[config.mk]
export PLATFORM = sky130hd
export DESIGN_NAME = ratiometric_temp_sensor_averager
export DESIGN_NICKNAME = d
export VERILOG_FILES = /design/src/rtsa_pkg.sv /design/src/ratiometric_temp_sensor_averager.sv /design/src/rtsa_div.sv /design/src/rtsa_datapath.sv /design/src/rtsa_ctrl.sv
export SDC_FILE = /design/constraint.sdc
export NUM_CORES = 2
export LEC_CHECK = 0
export BUFFER_PORTS_ARGS = -buffer_cell sky130_fd_sc_hd__buf_2
export CAP_MARGIN = 25
export CORE_ASPECT_RATIO = 2
export CORE_UTILIZATION = 60
export DETAILED_ROUTE_END_ITERATION = 6
export HOLD_SLACK_MARGIN = 0.06
export PLACE_DENSITY = 0.83
export SYNTH_ARGS = -nofsm -noshare
export SYNTH_HDL_FRONTEND = slang
export SYNTH_HIERARCHICAL = 1
export SYNTH_SLANG_ARGS = --single-unit
[constraint.sdc]
create_clock -name clk -period 11.9 [get_ports clk]
set_input_delay 2.38 -clock clk [delete_from_list [all_inputs] [get_ports clk]]
set_output_delay 2.38 -clock clk [all_outputs]
set_load 0.005 [all_outputs]
[src/rtsa_pkg.sv]
// Shared types, widths and constants for the ratiometric temperature sensor averager.
// Used by every module in src; no dependencies of its own.

package rtsa_pkg;

  // Parameter defaults
  localparam int ADC_BITS_DEF    = 12;
  localparam int MAX_SAMPLES_DEF = 64;

  // Field and register widths
  localparam int SUM_W      = 29;
  localparam int TEMP_W     = 25;
  localparam int AVG_W      = 23;
  localparam int SPR_W      = 7;
  localparam int V25_W      = 22;
  localparam int SLOPE_W    = 15;
  localparam int T25_W      = 15;
  localparam int CFG_W      = 22;
  localparam int CFG_ADDR_W = 2;
  localparam int OUT_DATA_W = 72;

  // Datapath widths
  localparam int MAG_W   = 56;               // |100*(v25*1024 - avg*1e6)| < 2^56
  localparam int DVD_W   = MAG_W;            // divider dividend / quotient
  localparam int DVR_W   = SLOPE_W + 10;     // widest divisor: slope*1024
  localparam int STEP_W  = $clog2(DVD_W + 1);
  localparam int PV_W    = 39;               // v25*102400
  localparam int TSUM_W  = 27;               // clamped quotient plus t25
  localparam int QCLMP_W = 25;

  // Arithmetic constants (1.20 V reference, volts times 1024, times 10)
  localparam logic [13:0] VREF_Q10X10 = 14'd12288;
  localparam logic [16:0] V25_SCALE   = 17'd102400;     // 1024 * 100
  localparam logic [26:0] SENSE_SCALE = 27'd100000000;  // 1e6 * 100
  localparam logic signed [TSUM_W-1:0] TEMP_MAX = 27'sd12000000;
  localparam logic signed [TSUM_W-1:0] TEMP_MIN = -27'sd12000000;

  // Register reset values
  localparam logic [SPR_W-1:0]          SPR_RST   = 7'd10;
  localparam logic [V25_W-1:0]          V25_RST   = 22'd1430000;
  localparam logic [SLOPE_W-1:0]        SLOPE_RST = 15'd4300;
  localparam logic signed [T25_W-1:0]   T25_RST   = 15'sd2500;

  typedef enum logic [CFG_ADDR_W-1:0] {
    CFG_SAMPLES = 2'd0,
    CFG_V25     = 2'd1,
    CFG_SLOPE   = 2'd2,
    CFG_T25     = 2'd3
  } cfg_reg_t;

  typedef enum logic [1:0] {
    DIV_PAIR,
    DIV_AVG,
    DIV_TEMP
  } div_op_t;

  typedef enum logic [3:0] {
    ST_IDLE,
    ST_PAIR_GO,
    ST_PAIR_WAIT,
    ST_ACC,
    ST_CHECK,
    ST_AVG_GO,
    ST_AVG_WAIT,
    ST_AVG_SAVE,
    ST_PRODUCT,
    ST_DIFF,
    ST_TEMP_GO,
    ST_TEMP_WAIT,
    ST_FINISH,
    ST_EMIT
  } state_t;

  typedef struct packed {
    logic    take_in;
    logic    div_start;
    div_op_t div_op;
    logic    acc;
    logic    save_avg;
    logic    mult;
    logic    sub;
    logic    fin;
    logic    out_load;
  } cmd_t;

  typedef struct packed {
    logic div_busy;
    logic window_full;
    logic out_free;
  } sts_t;

endpackage

[src/ratiometric_temp_sensor_averager.sv]
// Throughput: one pair at a time; the next pair is taken only once the last is done. Each pair
//   goes through the bit-serial divider that forms supply and sense voltages in two lanes together.
// Window close: the pair closing a window adds the averages and the 56-step temperature division,
//   plus any wait for the output register to free up.
// Reset: rst_n is synchronous, active low; it restores register defaults and clears the sums,
//   the count, the output valid flag and the controller. Uses rtsa_pkg, rtsa_ctrl, rtsa_datapath.

module ratiometric_temp_sensor_averager #(
  parameter int ADC_BITS    = rtsa_pkg::ADC_BITS_DEF,
  parameter int MAX_SAMPLES = rtsa_pkg::MAX_SAMPLES_DEF
) (
  input  logic                                 clk,
  input  logic                                 rst_n,
  // Input channel
  input  logic                                 in_tvalid,
  output logic                                 in_tready,
  input  logic [((2*ADC_BITS+7)/8)*8-1:0]      in_tdata,   // sensor_reading, reference_reading
  // Result channel
  output logic                                 out_tvalid,
  input  logic                                 out_tready,
  output logic [rtsa_pkg::OUT_DATA_W-1:0]      out_tdata,  // temperature_centi, supply_q10,
                                                           // sense_q10, zero pad
  // Configuration port
  input  logic                                 cfg_we,
  input  logic [rtsa_pkg::CFG_ADDR_W-1:0]      cfg_addr,
  input  logic [rtsa_pkg::CFG_W-1:0]           cfg_wdata
);

  rtsa_pkg::cmd_t cmd;
  rtsa_pkg::sts_t sts;

  // Controller: walks each transaction through divide, accumulate and, at the
  // end of a window, average, scale and temperature division.
  rtsa_ctrl u_ctrl (
    .clk       (clk),
    .rst_n     (rst_n),
    .in_tvalid (in_tvalid),
    .in_tready (in_tready),
    .sts       (sts),
    .cmd       (cmd)
  );

  // Datapath: holds the config, the window sums and the result register.
  // Upper pad bits of in_tdata are dropped here.
  rtsa_datapath #(
    .ADC_BITS    (ADC_BITS),
    .MAX_SAMPLES (MAX_SAMPLES)
  ) u_dp (
    .clk               (clk),
    .rst_n             (rst_n),
    .cmd               (cmd),
    .sts               (sts),
    .sensor_reading    (in_tdata[ADC_BITS-1:0]),
    .reference_reading (in_tdata[2*ADC_BITS-1:ADC_BITS]),
    .cfg_we            (cfg_we),
    .cfg_addr          (cfg_addr),
    .cfg_wdata         (cfg_wdata),
    .out_tready        (out_tready),
    .out_tvalid        (out_tvalid),
    .out_tdata         (out_tdata)
  );

endmodule

[src/rtsa_div.sv]
// Iterative restoring divider, one quotient bit per cycle, two lanes sharing a divisor.
// Depends on rtsa_pkg.

module rtsa_div (
  input  logic                              clk,
  input  logic                              rst_n,
  input  logic                              start,
  input  logic [rtsa_pkg::DVD_W-1:0]        dvd_a,   // left-aligned dividend
  input  logic [rtsa_pkg::DVD_W-1:0]        dvd_b,
  input  logic [rtsa_pkg::DVR_W-1:0]        dvr,
  input  logic [rtsa_pkg::STEP_W-1:0]       steps,
  output logic                              busy,
  output logic [rtsa_pkg::DVD_W-1:0]        quot_a,
  output logic [rtsa_pkg::DVD_W-1:0]        quot_b
);

  localparam int DW = rtsa_pkg::DVD_W;
  localparam int RW = rtsa_pkg::DVR_W;

  logic [DW-1:0]                  a_r, b_r;
  logic [RW-1:0]                  ra_r, rb_r, dvr_r;
  logic [rtsa_pkg::STEP_W-1:0]    cnt_r;
  logic                           busy_r;
  logic [RW+1:0]                  trial_a, trial_b;

  // Shift in the next dividend bit and try the subtract; the top bit is the borrow.
  assign trial_a = {1'b0, ra_r, a_r[DW-1]} - {2'b00, dvr_r};
  assign trial_b = {1'b0, rb_r, b_r[DW-1]} - {2'b00, dvr_r};

  always_ff @(posedge clk) begin
    if (!rst_n) begin
      busy_r <= 1'b0;
      cnt_r  <= '0;
    end else if (start) begin
      busy_r <= 1'b1;
      cnt_r  <= steps;
    end else if (busy_r) begin
      cnt_r <= cnt_r - 1'b1;
      if (cnt_r == rtsa_pkg::STEP_W'(1)) begin
        busy_r <= 1'b0;
      end
    end
  end

  always_ff @(posedge clk) begin
    if (start) begin
      a_r   <= dvd_a;
      b_r   <= dvd_b;
      ra_r  <= '0;
      rb_r  <= '0;
      dvr_r <= dvr;
    end else if (busy_r) begin
      a_r <= {a_r[DW-2:0], ~trial_a[RW+1]};
      b_r <= {b_r[DW-2:0], ~trial_b[RW+1]};
      ra_r <= trial_a[RW+1] ? {ra_r[RW-2:0], a_r[DW-1]} : trial_a[RW-1:0];
      rb_r <= trial_b[RW+1] ? {rb_r[RW-2:0], b_r[DW-1]} : trial_b[RW-1:0];
    end
  end

  assign busy   = busy_r;
  assign quot_a = a_r;
  assign quot_b = b_r;

endmodule

[src/rtsa_datapath.sv]
// Datapath: config registers, running sums, products, shared divider and result register.
// Depends on rtsa_pkg and rtsa_div.

module rtsa_datapath #(
  parameter int ADC_BITS    = rtsa_pkg::ADC_BITS_DEF,
  parameter int MAX_SAMPLES = rtsa_pkg::MAX_SAMPLES_DEF
) (
  input  logic                                clk,
  input  logic                                rst_n,
  input  rtsa_pkg::cmd_t                      cmd,
  output rtsa_pkg::sts_t                      sts,
  input  logic [ADC_BITS-1:0]                 sensor_reading,
  input  logic [ADC_BITS-1:0]                 reference_reading,
  input  logic                                cfg_we,
  input  logic [rtsa_pkg::CFG_ADDR_W-1:0]     cfg_addr,
  input  logic [rtsa_pkg::CFG_W-1:0]          cfg_wdata,
  input  logic                                out_tready,
  output logic                                out_tvalid,
  output logic [rtsa_pkg::OUT_DATA_W-1:0]     out_tdata
);

  localparam int PAIR_W = ADC_BITS + 14;
  localparam int DIV10_W = ADC_BITS + 4;
  localparam int CNT_W = $clog2(MAX_SAMPLES + 1);
  localparam int DW = rtsa_pkg::DVD_W;
  localparam int MW = rtsa_pkg::MAG_W;
  localparam int SW = rtsa_pkg::SUM_W;
  localparam logic [PAIR_W-1:0] PAIR_BASE = PAIR_W'(rtsa_pkg::VREF_Q10X10) << ADC_BITS;

  // Configuration registers
  logic [rtsa_pkg::SPR_W-1:0]          spr_r;
  logic [rtsa_pkg::V25_W-1:0]          v25_r;
  logic [rtsa_pkg::SLOPE_W-1:0]        slope_r;
  logic signed [rtsa_pkg::T25_W-1:0]   t25_r;

  // Working registers
  logic [PAIR_W-1:0]                   pnum_r;
  logic [DIV10_W-1:0]                  div10_r;
  logic [SW-1:0]                       supply_sum_r, sense_sum_r;
  logic [CNT_W-1:0]                    cnt_r;
  logic [SW-1:0]                       avg_supply_r, avg_sense_r;
  logic [rtsa_pkg::PV_W-1:0]           prod_v_r;
  logic [MW-1:0]                       prod_s_r;
  logic [MW:0]                         diff_r;
  logic [rtsa_pkg::TEMP_W-1:0]         temp_r;
  logic                                out_valid_r;
  logic [rtsa_pkg::OUT_DATA_W-1:0]     out_data_r;

  logic [ADC_BITS-1:0]                 ref_eff;
  logic [CNT_W-1:0]                    n_eff;
  logic [rtsa_pkg::SLOPE_W-1:0]        slope_eff;
  logic [DW-1:0]                       dvd_a, dvd_b, quot_a, quot_b;
  logic [rtsa_pkg::DVR_W-1:0]          dvr;
  logic [rtsa_pkg::STEP_W-1:0]         steps;
  logic                                div_busy;
  logic [MW-1:0]                       mag;
  logic [rtsa_pkg::QCLMP_W-1:0]        qclamp;
  logic signed [rtsa_pkg::TSUM_W-1:0]  qsigned, tsum;
  logic [rtsa_pkg::TEMP_W-1:0]         temp_nxt;

  assign ref_eff   = (reference_reading == '0) ? ADC_BITS'(1) : reference_reading;
  assign slope_eff = (slope_r == '0) ? rtsa_pkg::SLOPE_W'(1) : slope_r;

  always_comb begin
    if (spr_r == '0) begin
      n_eff = CNT_W'(1);
    end else if (32'(spr_r) > MAX_SAMPLES) begin
      n_eff = CNT_W'(MAX_SAMPLES);
    end else begin
      n_eff = CNT_W'(spr_r);
    end
  end

  // Configuration writes
  always_ff @(posedge clk) begin
    if (!rst_n) begin
      spr_r   <= rtsa_pkg::SPR_RST;
      v25_r   <= rtsa_pkg::V25_RST;
      slope_r <= rtsa_pkg::SLOPE_RST;
      t25_r   <= rtsa_pkg::T25_RST;
    end else if (cfg_we) begin
      unique case (cfg_addr)
        rtsa_pkg::CFG_SAMPLES: spr_r   <= cfg_wdata[rtsa_pkg::SPR_W-1:0];
        rtsa_pkg::CFG_V25:     v25_r   <= cfg_wdata[rtsa_pkg::V25_W-1:0];
        rtsa_pkg::CFG_SLOPE:   slope_r <= cfg_wdata[rtsa_pkg::SLOPE_W-1:0];
        rtsa_pkg::CFG_T25:     t25_r   <= $signed(cfg_wdata[rtsa_pkg::T25_W-1:0]);
        default: ;
      endcase
    end
  end

  // Divider operand select; every dividend is left-aligned to its bit count
  assign mag = diff_r[MW] ? MW'(-diff_r) : diff_r[MW-1:0];

  always_comb begin
    case (cmd.div_op)
      rtsa_pkg::DIV_PAIR: begin
        dvd_a = DW'(PAIR_BASE) << (DW - PAIR_W);
        dvd_b = DW'(pnum_r) << (DW - PAIR_W);
        dvr   = rtsa_pkg::DVR_W'(div10_r);
        steps = rtsa_pkg::STEP_W'(PAIR_W);
      end
      rtsa_pkg::DIV_AVG: begin
        dvd_a = DW'(supply_sum_r) << (DW - SW);
        dvd_b = DW'(sense_sum_r) << (DW - SW);
        dvr   = rtsa_pkg::DVR_W'(n_eff);
        steps = rtsa_pkg::STEP_W'(SW);
      end
      rtsa_pkg::DIV_TEMP: begin
        dvd_a = DW'(mag);
        dvd_b = '0;
        dvr   = {slope_eff, 10'b0};
        steps = rtsa_pkg::STEP_W'(MW);
      end
      default: begin
        dvd_a = '0;
        dvd_b = '0;
        dvr   = rtsa_pkg::DVR_W'(1);
        steps = rtsa_pkg::STEP_W'(1);
      end
    endcase
  end

  rtsa_div u_div (
    .clk    (clk),
    .rst_n  (rst_n),
    .start  (cmd.div_start),
    .dvd_a  (dvd_a),
    .dvd_b  (dvd_b),
    .dvr    (dvr),
    .steps  (steps),
    .busy   (div_busy),
    .quot_a (quot_a),
    .quot_b (quot_b)
  );

  // Temperature: clamp the quotient magnitude, apply sign, add t25, saturate
  assign qclamp  = (|quot_a[DW-1:rtsa_pkg::QCLMP_W]) ? '1 : quot_a[rtsa_pkg::QCLMP_W-1:0];
  assign qsigned = diff_r[MW] ? -$signed({2'b00, qclamp}) : $signed({2'b00, qclamp});
  assign tsum    = qsigned + rtsa_pkg::TSUM_W'(t25_r);

  always_comb begin
    if (tsum > rtsa_pkg::TEMP_MAX) begin
      temp_nxt = rtsa_pkg::TEMP_W'(rtsa_pkg::TEMP_MAX);
    end else if (tsum < rtsa_pkg::TEMP_MIN) begin
      temp_nxt = rtsa_pkg::TEMP_W'(rtsa_pkg::TEMP_MIN);
    end else begin
      temp_nxt = tsum[rtsa_pkg::TEMP_W-1:0];
    end
  end

  // Payload registers
  always_ff @(posedge clk) begin
    if (cmd.take_in) begin
      pnum_r  <= sensor_reading * rtsa_pkg::VREF_Q10X10;
      div10_r <= ref_eff * 4'd10;
    end
    if (cmd.save_avg) begin
      avg_supply_r <= quot_a[SW-1:0];
      avg_sense_r  <= quot_b[SW-1:0];
    end
    if (cmd.mult) begin
      prod_v_r <= v25_r * rtsa_pkg::V25_SCALE;
      prod_s_r <= avg_sense_r * rtsa_pkg::SENSE_SCALE;
    end
    if (cmd.sub) begin
      diff_r <= {1'b0, MW'(prod_v_r)} - {1'b0, prod_s_r};
    end
    if (cmd.fin) begin
      temp_r <= temp_nxt;
    end
    if (cmd.out_load) begin
      out_data_r <= {1'b0, avg_sense_r[rtsa_pkg::AVG_W-1:0],
                     avg_supply_r[rtsa_pkg::AVG_W-1:0], temp_r};
    end
  end

  // Window state: sums wrap at their width, clear once the window averages are saved
  always_ff @(posedge clk) begin
    if (!rst_n) begin
      supply_sum_r <= '0;
      sense_sum_r  <= '0;
      cnt_r        <= '0;
    end else if (cmd.acc) begin
      supply_sum_r <= supply_sum_r + quot_a[SW-1:0];
      sense_sum_r  <= sense_sum_r + quot_b[SW-1:0];
      cnt_r        <= cnt_r + 1'b1;
    end else if (cmd.save_avg) begin
      supply_sum_r <= '0;
      sense_sum_r  <= '0;
      cnt_r        <= '0;
    end
  end

  // Result register
  always_ff @(posedge clk) begin
    if (!rst_n) begin
      out_valid_r <= 1'b0;
    end else if (cmd.out_load) begin
      out_valid_r <= 1'b1;
    end else if (out_tready) begin
      out_valid_r <= 1'b0;
    end
  end

  assign sts.div_busy    = div_busy;
  assign sts.window_full = (cnt_r >= n_eff);
  assign sts.out_free    = !out_valid_r || out_tready;

  assign out_tvalid = out_valid_r;
  assign out_tdata  = out_data_r;

  a_cnt_bound: assert property (@(posedge clk) disable iff (!rst_n)
    32'(cnt_r) <= MAX_SAMPLES)
    else $error("pair count beyond sample limit");

endmodule

[src/rtsa_ctrl.sv]
// Controller state machine: sequences pair division, accumulation and the result computation.
// Depends on rtsa_pkg.

module rtsa_ctrl (
  input  logic            clk,
  input  logic            rst_n,
  input  logic            in_tvalid,
  output logic            in_tready,
  input  rtsa_pkg::sts_t  sts,
  output rtsa_pkg::cmd_t  cmd
);

  rtsa_pkg::state_t state_r, state_nxt;

  always_ff @(posedge clk) begin
    if (!rst_n) begin
      state_r <= rtsa_pkg::ST_IDLE;
    end else begin
      state_r <= state_nxt;
    end
  end

  // Next state
  always_comb begin
    state_nxt = state_r;
    unique case (state_r)
      rtsa_pkg::ST_IDLE:      if (in_tvalid) state_nxt = rtsa_pkg::ST_PAIR_GO;
      rtsa_pkg::ST_PAIR_GO:   state_nxt = rtsa_pkg::ST_PAIR_WAIT;
      rtsa_pkg::ST_PAIR_WAIT: if (!sts.div_busy) state_nxt = rtsa_pkg::ST_ACC;
      rtsa_pkg::ST_ACC:       state_nxt = rtsa_pkg::ST_CHECK;
      rtsa_pkg::ST_CHECK: begin
        state_nxt = sts.window_full ? rtsa_pkg::ST_AVG_GO : rtsa_pkg::ST_IDLE;
      end
      rtsa_pkg::ST_AVG_GO:    state_nxt = rtsa_pkg::ST_AVG_WAIT;
      rtsa_pkg::ST_AVG_WAIT:  if (!sts.div_busy) state_nxt = rtsa_pkg::ST_AVG_SAVE;
      rtsa_pkg::ST_AVG_SAVE:  state_nxt = rtsa_pkg::ST_PRODUCT;
      rtsa_pkg::ST_PRODUCT:   state_nxt = rtsa_pkg::ST_DIFF;
      rtsa_pkg::ST_DIFF:      state_nxt = rtsa_pkg::ST_TEMP_GO;
      rtsa_pkg::ST_TEMP_GO:   state_nxt = rtsa_pkg::ST_TEMP_WAIT;
      rtsa_pkg::ST_TEMP_WAIT: if (!sts.div_busy) state_nxt = rtsa_pkg::ST_FINISH;
      rtsa_pkg::ST_FINISH:    state_nxt = rtsa_pkg::ST_EMIT;
      rtsa_pkg::ST_EMIT:      if (sts.out_free) state_nxt = rtsa_pkg::ST_IDLE;
      default:                state_nxt = rtsa_pkg::ST_IDLE;
    endcase
  end

  // Outputs
  always_comb begin
    cmd        = '0;
    cmd.div_op = rtsa_pkg::DIV_PAIR;
    in_tready  = 1'b0;
    unique case (state_r)
      rtsa_pkg::ST_IDLE: begin
        in_tready   = 1'b1;
        cmd.take_in = in_tvalid;
      end
      rtsa_pkg::ST_PAIR_GO:  cmd.div_start = 1'b1;
      rtsa_pkg::ST_ACC:      cmd.acc = 1'b1;
      rtsa_pkg::ST_AVG_GO: begin
        cmd.div_start = 1'b1;
        cmd.div_op    = rtsa_pkg::DIV_AVG;
      end
      rtsa_pkg::ST_AVG_SAVE: cmd.save_avg = 1'b1;
      rtsa_pkg::ST_PRODUCT:  cmd.mult = 1'b1;
      rtsa_pkg::ST_DIFF:     cmd.sub = 1'b1;
      rtsa_pkg::ST_TEMP_GO: begin
        cmd.div_start = 1'b1;
        cmd.div_op    = rtsa_pkg::DIV_TEMP;
      end
      rtsa_pkg::ST_FINISH:   cmd.fin = 1'b1;
      rtsa_pkg::ST_EMIT:     cmd.out_load = sts.out_free;
      default: ;
    endcase
  end

  a_start_idle: assert property (@(posedge clk) disable iff (!rst_n)
    cmd.div_start |-> !sts.div_busy)
    else $error("divider started while busy");

  a_load_free: assert property (@(posedge clk) disable iff (!rst_n)
    cmd.out_load |-> sts.out_free)
    else $error("result overwritten before taken");

  a_one_at_a_time: assert property (@(posedge clk) disable iff (!rst_n)
    (in_tvalid && in_tready) |=> !in_tready)
    else $error("second pair taken while one is in work");

endmodule
Word level (Yosys, flattened, before mapping)
Index checks and enable logic that the tools add are counted.
{"block": "classes", "n_addsub": 10, "mul": 4, "magnitude_cmp": 4, "n_eq_ne": 24, "n_mux": 47, "bitwise_logic": 2, "reduce_logical": 19}
{"operator": "$mux 56", "count": 5}
{"operator": "$pmux 56 s3", "count": 1}
{"operator": "$pmux 56 s2", "count": 1}
{"operator": "$mux 25", "count": 4}
{"operator": "$mux 29", "count": 3}
{"operator": "$pmux 25 s3", "count": 1}
{"operator": "$add 29x29->29", "count": 2}
{"operator": "$sub 39x56->57", "count": 1}
{"operator": "$neg 56->56", "count": 1}
{"operator": "$pmux 4 s14", "count": 1}
{"operator": "$sub 26x25->27", "count": 2}
{"operator": "$mul 29x19->48 const B", "count": 1}
{"operator": "$reduce_or 31->1", "count": 1}
{"operator": "$mux 7", "count": 4}
{"operator": "$add 27x15->27", "count": 1}
{"operator": "$gt 27x25->1 const B", "count": 1}
{"operator": "$lt 27x25->1 const B", "count": 1}
{"operator": "$mul 22x5->27 const B", "count": 1}
{"operator": "$mux 27", "count": 1}
{"operator": "$neg 25->27", "count": 1}
{"operator": "$eq 4x4->1 const B", "count": 6}
{"operator": "$mux 4", "count": 5}
{"operator": "$pmux 6 s3", "count": 1}
{"operator": "$eq 4x3->1 const B", "count": 4}
{"operator": "other kinds (32)", "count": 60}
{"block": "totals", "ff_bits": 632, "inputBits": 53, "output_inout_bits": 74, "elab_cells": 136}

Logic depth before layout (Yosys ltp)
{"block": "depth", "word_depth": 7, "ltp_mapped": 27, "mapped_depth_nobuf": 25}

Hierarchy
The synthesis kept the hierarchy.
{"module": "rtsa_datapath", "instances": 1, "cells_each": 3730, "area_per_inst_um2": 36402.4, "seq_area_each_um2": 11541.1}
{"module": "rtsa_div", "instances": 1, "cells_each": 958, "area_per_inst_um2": 10735.3, "seq_area_each_um2": 5255.0}
{"module": "rtsa_ctrl", "instances": 1, "cells_each": 50, "area_per_inst_um2": 344.1, "seq_area_each_um2": 80.1}

Worst setup path before layout
No wires, ideal clock.
{"block": "synth_path", "kind": "in2reg", "from": "input port out_tready", "to": "register u_dp.out_data_r (netlist bit u_dp/out_tdata[0]) (enable)", "setup_ns": 0.589, "t_arrival_ns": 7.438, "required_ns": 11.311, "setup_slack_ns": 3.873, "cell_stages": 3, "path_buffers": 0, "cell_sequence": "nand2b_1 > inv_1 > nor3_1"}
{"element": "start, declared", "line_no": "ratiometric_temp_sensor_averager.sv:20", "text": "input logic out_tready,"}
{"element": "end signal, assigned", "line_no": "rtsa_datapath.sv:173", "text": "out_data_r <= {1'b0, avg_sense_r[rtsa_pkg::AVG_W-1:0],"}
{"element": "end, declared", "line_no": "rtsa_datapath.sv:47", "text": "logic [rtsa_pkg::OUT_DATA_W-1:0] out_data_r;"}

Worst setup path in the final report
{"block": "layout_path", "from": "register u_dp.u_div.a_r[43], in the netlist u_dp/u_div/quot_a[43]", "to": "register u_dp/temp_r[1] (netlist bit) (data pin)"}
{"block": "layout_via", "elab_chain_cells": 7, "word_cells_on_any_way": 8, "cone_classes": "add/sub (2); order compare (2); mux (2); reduce/logical (2)"}
{"element": "start, declared", "line_no": "rtsa_div.sv:20", "text": "logic [DW-1:0] a_r, b_r;"}
{"element": "start signal, assigned", "line_no": "rtsa_div.sv:47", "text": "a_r <= dvd_a;"}
{"element": "start signal, assigned", "line_no": "rtsa_div.sv:53", "text": "a_r <= {a_r[DW-2:0], ~trial_a[RW+1]};"}
{"element": "$reduce_or 31->1 *", "line_no": "rtsa_datapath.sv:138", "text": "assign qclamp = (|quot_a[DW-1:rtsa_pkg::QCLMP_W]) ? '1 : quot_a[rtsa_pkg::QCLMP_W-1:0];"}
{"element": "$mux 25 *", "line_no": "rtsa_datapath.sv:138"}
{"element": "$neg 25->27", "line_no": "rtsa_datapath.sv:139", "text": "assign qsigned = diff_r[MW] ? -$signed({2'b00, qclamp}) : $signed({2'b00, qclamp});"}
{"element": "$mux 27 *", "line_no": "rtsa_datapath.sv:139"}
{"element": "$add 27x15->27 *", "line_no": "rtsa_datapath.sv:140", "text": "assign tsum = qsigned + rtsa_pkg::TSUM_W'(t25_r);"}
{"element": "$lt 27x25->1 or $gt 27x25->1 (tied branches)", "line_no": "rtsa_datapath.sv:145, rtsa_datapath.sv:143"}
{"element": "$reduce_or 2->1 (no line)"}
{"element": "end signal, assigned", "line_no": "rtsa_datapath.sv:170", "text": "temp_r <= temp_nxt;"}
{"element": "end, declared", "line_no": "rtsa_datapath.sv:45", "text": "logic [rtsa_pkg::TEMP_W-1:0] temp_r;"}
Every way passes the cells marked *; elsewhere a longest branch is shown, timed or not.
A chain may end at the register's enable or synchronous reset.

==> impl_metrics.ini <==
[sta]
maxSlewHeadroom = 0.2990
setup_tns_ns = 0
timing.final.max_slew_violations = 0
max_freq_mhz = 133.6
tightest_slew_ns = 1.048
rsz0062_at_grt = false
fin_crit_sh = 0.6292
hold_viol = 0
finClkSkew_ns = 0.04627
holdWs_ns = 0.4210
period_needed_ns = 7.487
setup_viol = 0

[final_layout]
fin_area_um2 = 51300
register_area_um2 = 16880
syn_to_final_growth_pct = 8.034
drive_gt1_frac = 0.08953
layout.nets = 5633
fin_util = 0.6560
fillers = 6034
multi_input_area_um2 = 27820

[worst_hold_path]
holdPathStages = 0
whs_endpoint = u_dp/out_tdata[6]
min_path_type = reg2reg
min_from = u_dp/temp_r[6]

[logic_synthesis]
synth-edff-count = 438
synth.most_common_cell = inv_1
synth_xor_area_frac = 0.05183
ys.warnings.count = 6
ys_top_cells_by_area = edfxtp_1 (28%), ha_1 (12%), fa_1 (12%), dfxtp_1 (7.8%), inv_1 (4.9%)
yosysTopAreaCellShare = 0.2770
synth_cells = 4738
synth_area_leader_cell = edfxtp_1
synth_area_per_cell_um2 = 10.02
ys_ff_latch = 624
synth_flop_cell = edfxtp_1
synth_mux_area_frac = 0.03842
synth-compound-area-share = 0.1350
synth_common_cells = inv_1 (626), ha_1 (464), edfxtp_1 (438)
synthAdderAreaFrac = 0.2416
synthArstFlopShare = 0
synth_area_um2 = 47480
synth_top_family_by_area = adder cells
yosys.area_share.simple = 0.1150
synth_cell_types = 88
yosysSeqAreaShare = 0.3554

[worst_setup_path]
cp-end-kind = register
cpPeakStageDelay_ns = 0.76
rrSetupSlack_ns = 4.41
critPathRequiredTime_ns = 12.26
reg2reg_depth = 22
crit_top_cell = a21o_1
crit_chain = nor4_1 -> nand4_1 -> or2_2 -> nor2_1 -> ha_1 -> nor3b_1 -> nand2_1 -> nor3_1 -> nand4b_1 -> or2_2 -> a21o_1 -> a21oi_1 -> ha_1 -> a21o_1 -> a21o_1 -> a21o_1 -> xnor2_1 -> a211o_1 -> a2111oi_0 -> o21ai_0 -> a31oi_1 -> nor2b_1
crit_slowest_cell = a31oi_1
r2r-end = u_dp/temp_r[1]
timing.rr.start = u_dp/u_div/quot_a[43]
start_kind = register
critPathArrivalTime_ns = 7.84
critical_path_class = reg2reg
cp_max_fo = 39

[clocking]
post-cts-setup-buffers = 0
cts-buffers-inserted = 56
numClockSinks = 624
cts_hold_buffers = 0
root_buffer = clkbuf_16
cts_tree = built
insertion_delay_ns = 0.65
cts_resized = 0
clk_path_buf_depth = 3
cts_max_level = 2
path_clk_slew_ns = 0.07

[route]
num_vias = 35696
drt-initial-drc-count = 2280
ant_nets = 0
drt_pre_antenna_iters = 6
wl_per_cell_um = 21.47
vias_per_cell = 6.036
drt_wl_total_um = 127000
drc_errors = 0

[status]
status = finished clean

[grt]
first_global_vias = 37501
grt_max_degree = 87
grt.overflow.total = 0
track_usage = 0.3196
grt_antenna_before_repair = 2
grt_pass1_wl_um = 198100

[die]
dieArea_um2 = 80330
die_w_um = 200.9
coreArea_um2 = 78190
die_h_um = 399.8
rows = 145
initial_core_util = 0.6072
io_pins = 127

[power]
p_per_area_nw_per_um2 = 135.4
p_leak_nw = 22.61
ir_drop_mv = 0.1315

[place]
placedInstanceArea_um2 = 49190
gp_congestion = 0.9632
io_buffers = 125
hpwl_um = 97130

[job]
cap_violations = 0
metal layers:
metal	vias to the layer above	part of all wire	global-route usage	wire length, um
li1	16647	-	-	-
met1	17299	0.32	0.2971	40960
met2	1236	0.53	0.6095	67820
met3	514	0.049	0.04542	6282
met4	0	0.094	0.2685	11930
met5	-	0	0	0
logic make-up after synthesis:
logic type | after synthesis
xor+xnor | 281
fa+ha+maj | 747
flops | 624
simple gates | 1148
compound gates | 988
other cells | 1
buf+inv | 781
mux | 168
registers in the layout, indices dropped and copies added, names as in the netlist, 14 cells and up:
signal,cells
u_dp/out_tdata,71
u_dp/u_div/quot_a,56
u_dp/u_div/quot_b,56
u_dp/diff_r,49
u_dp/prod_s_r,48
u_dp/avg_sense_r,29
u_dp/sense_sum_r,29
u_dp/supply_sum_r,29
u_dp/prod_v_r,27
u_dp/temp_r,25
u_dp/u_div/dvr_r,25
u_dp/u_div/ra_r,25
u_dp/u_div/rb_r,25
u_dp/avg_supply_r,23
u_dp/v25_r,22
u_dp/div10_r,15
u_dp/slope_r,15
u_dp/t25_r,15
u_dp/pnum_r,14
where the power goes:
part / leakage [nW] / internal, mW / switching [mW] / total [mW]
Sequential: 5.54 / 2.60 / 0.248 / 2.85
Combinational: 16.1 / 0.863 / 1.22 / 2.08
Clock: 0.988 / 1.14 / 0.871 / 2.01
final cells by class:
class,instances,area share
clock inverters,46,0.01142
inverters,628,0.04600
repair buffers,155,0.01751
well taps,1029,0.02510
clock buffers,60,0.02844
flip-flops and latches,624,0.3290
diodes,4,0.0001951
multi-input cells,3368,0.5423
placed cells by master, fill, tap and decap left out, drive strengths merged, types with 39 or more instances in the layout:
cell type / synthesis / final
inv: 627 / 637
ha: 464 / 464
edfxtp: 438 / 438
nand2: 335 / 335
nor2: 329 / 329
a21oi: 299 / 299
fa: 283 / 283
o21ai: 200 / 200
dfxtp: 186 / 186
buf: 16 / 155
xnor2: 151 / 151
xor2: 130 / 130
a21o: 117 / 117
mux2: 114 / 114
nand3: 82 / 82
nor3: 75 / 75
clkbuf: 137 / 60
mux2i: 54 / 54
and3: 48 / 48
a211oi: 44 / 44
and2: 44 / 44
nand2b: 42 / 42
a31oi: 41 / 41
nor2b: 39 / 39
or3: 39 / 39
how the worst max path moves through the flow:
| stage | to | startpoint | cells past startpoint | slack, ns |
|---|---|---|---|---|
| after floorplan | u_dp/out_tdata[0] | out_tready | 3 | 3.87 |
| after global placement | u_dp/temp_r[3] | u_dp/u_div/quot_a[43] | 22 | 4.76 |
| after detailed placement | u_dp/temp_r[1] | u_dp/u_div/quot_a[43] | 22 | 4.59 |
| after CTS | u_dp/temp_r[1] | u_dp/u_div/quot_a[43] | 22 | 4.55 |
| after global routing | u_dp/temp_r[1] | u_dp/u_div/quot_a[47] | 22 | 3.93 |
| final | u_dp/temp_r[1] | u_dp/u_div/quot_a[43] | 22 | 4.41 |
per-stage QoR:
stage,instances,setup WS [ns],power [mW]
after floorplan,4773,3.873,4.382
after global placement,5801,4.760,4.841
after detailed placement,5802,4.592,4.898
after CTS,5908,4.547,6.919
after global routing,5911,3.928,7.274
final,5914,4.413,6.946
worst max-delay path, delay by kind of cell (launching register included):
kind | cells | cell delay [ns]
and+or+nand+nor | 10 | 3.52
adders and majority gates | 2 | 0.46
xor gates and xnor gates | 1 | 0.15
DFF | 1 | 0.38
AOI/OAI and AO/OA | 9 | 2.70
(Power assumes the default switching activity.)
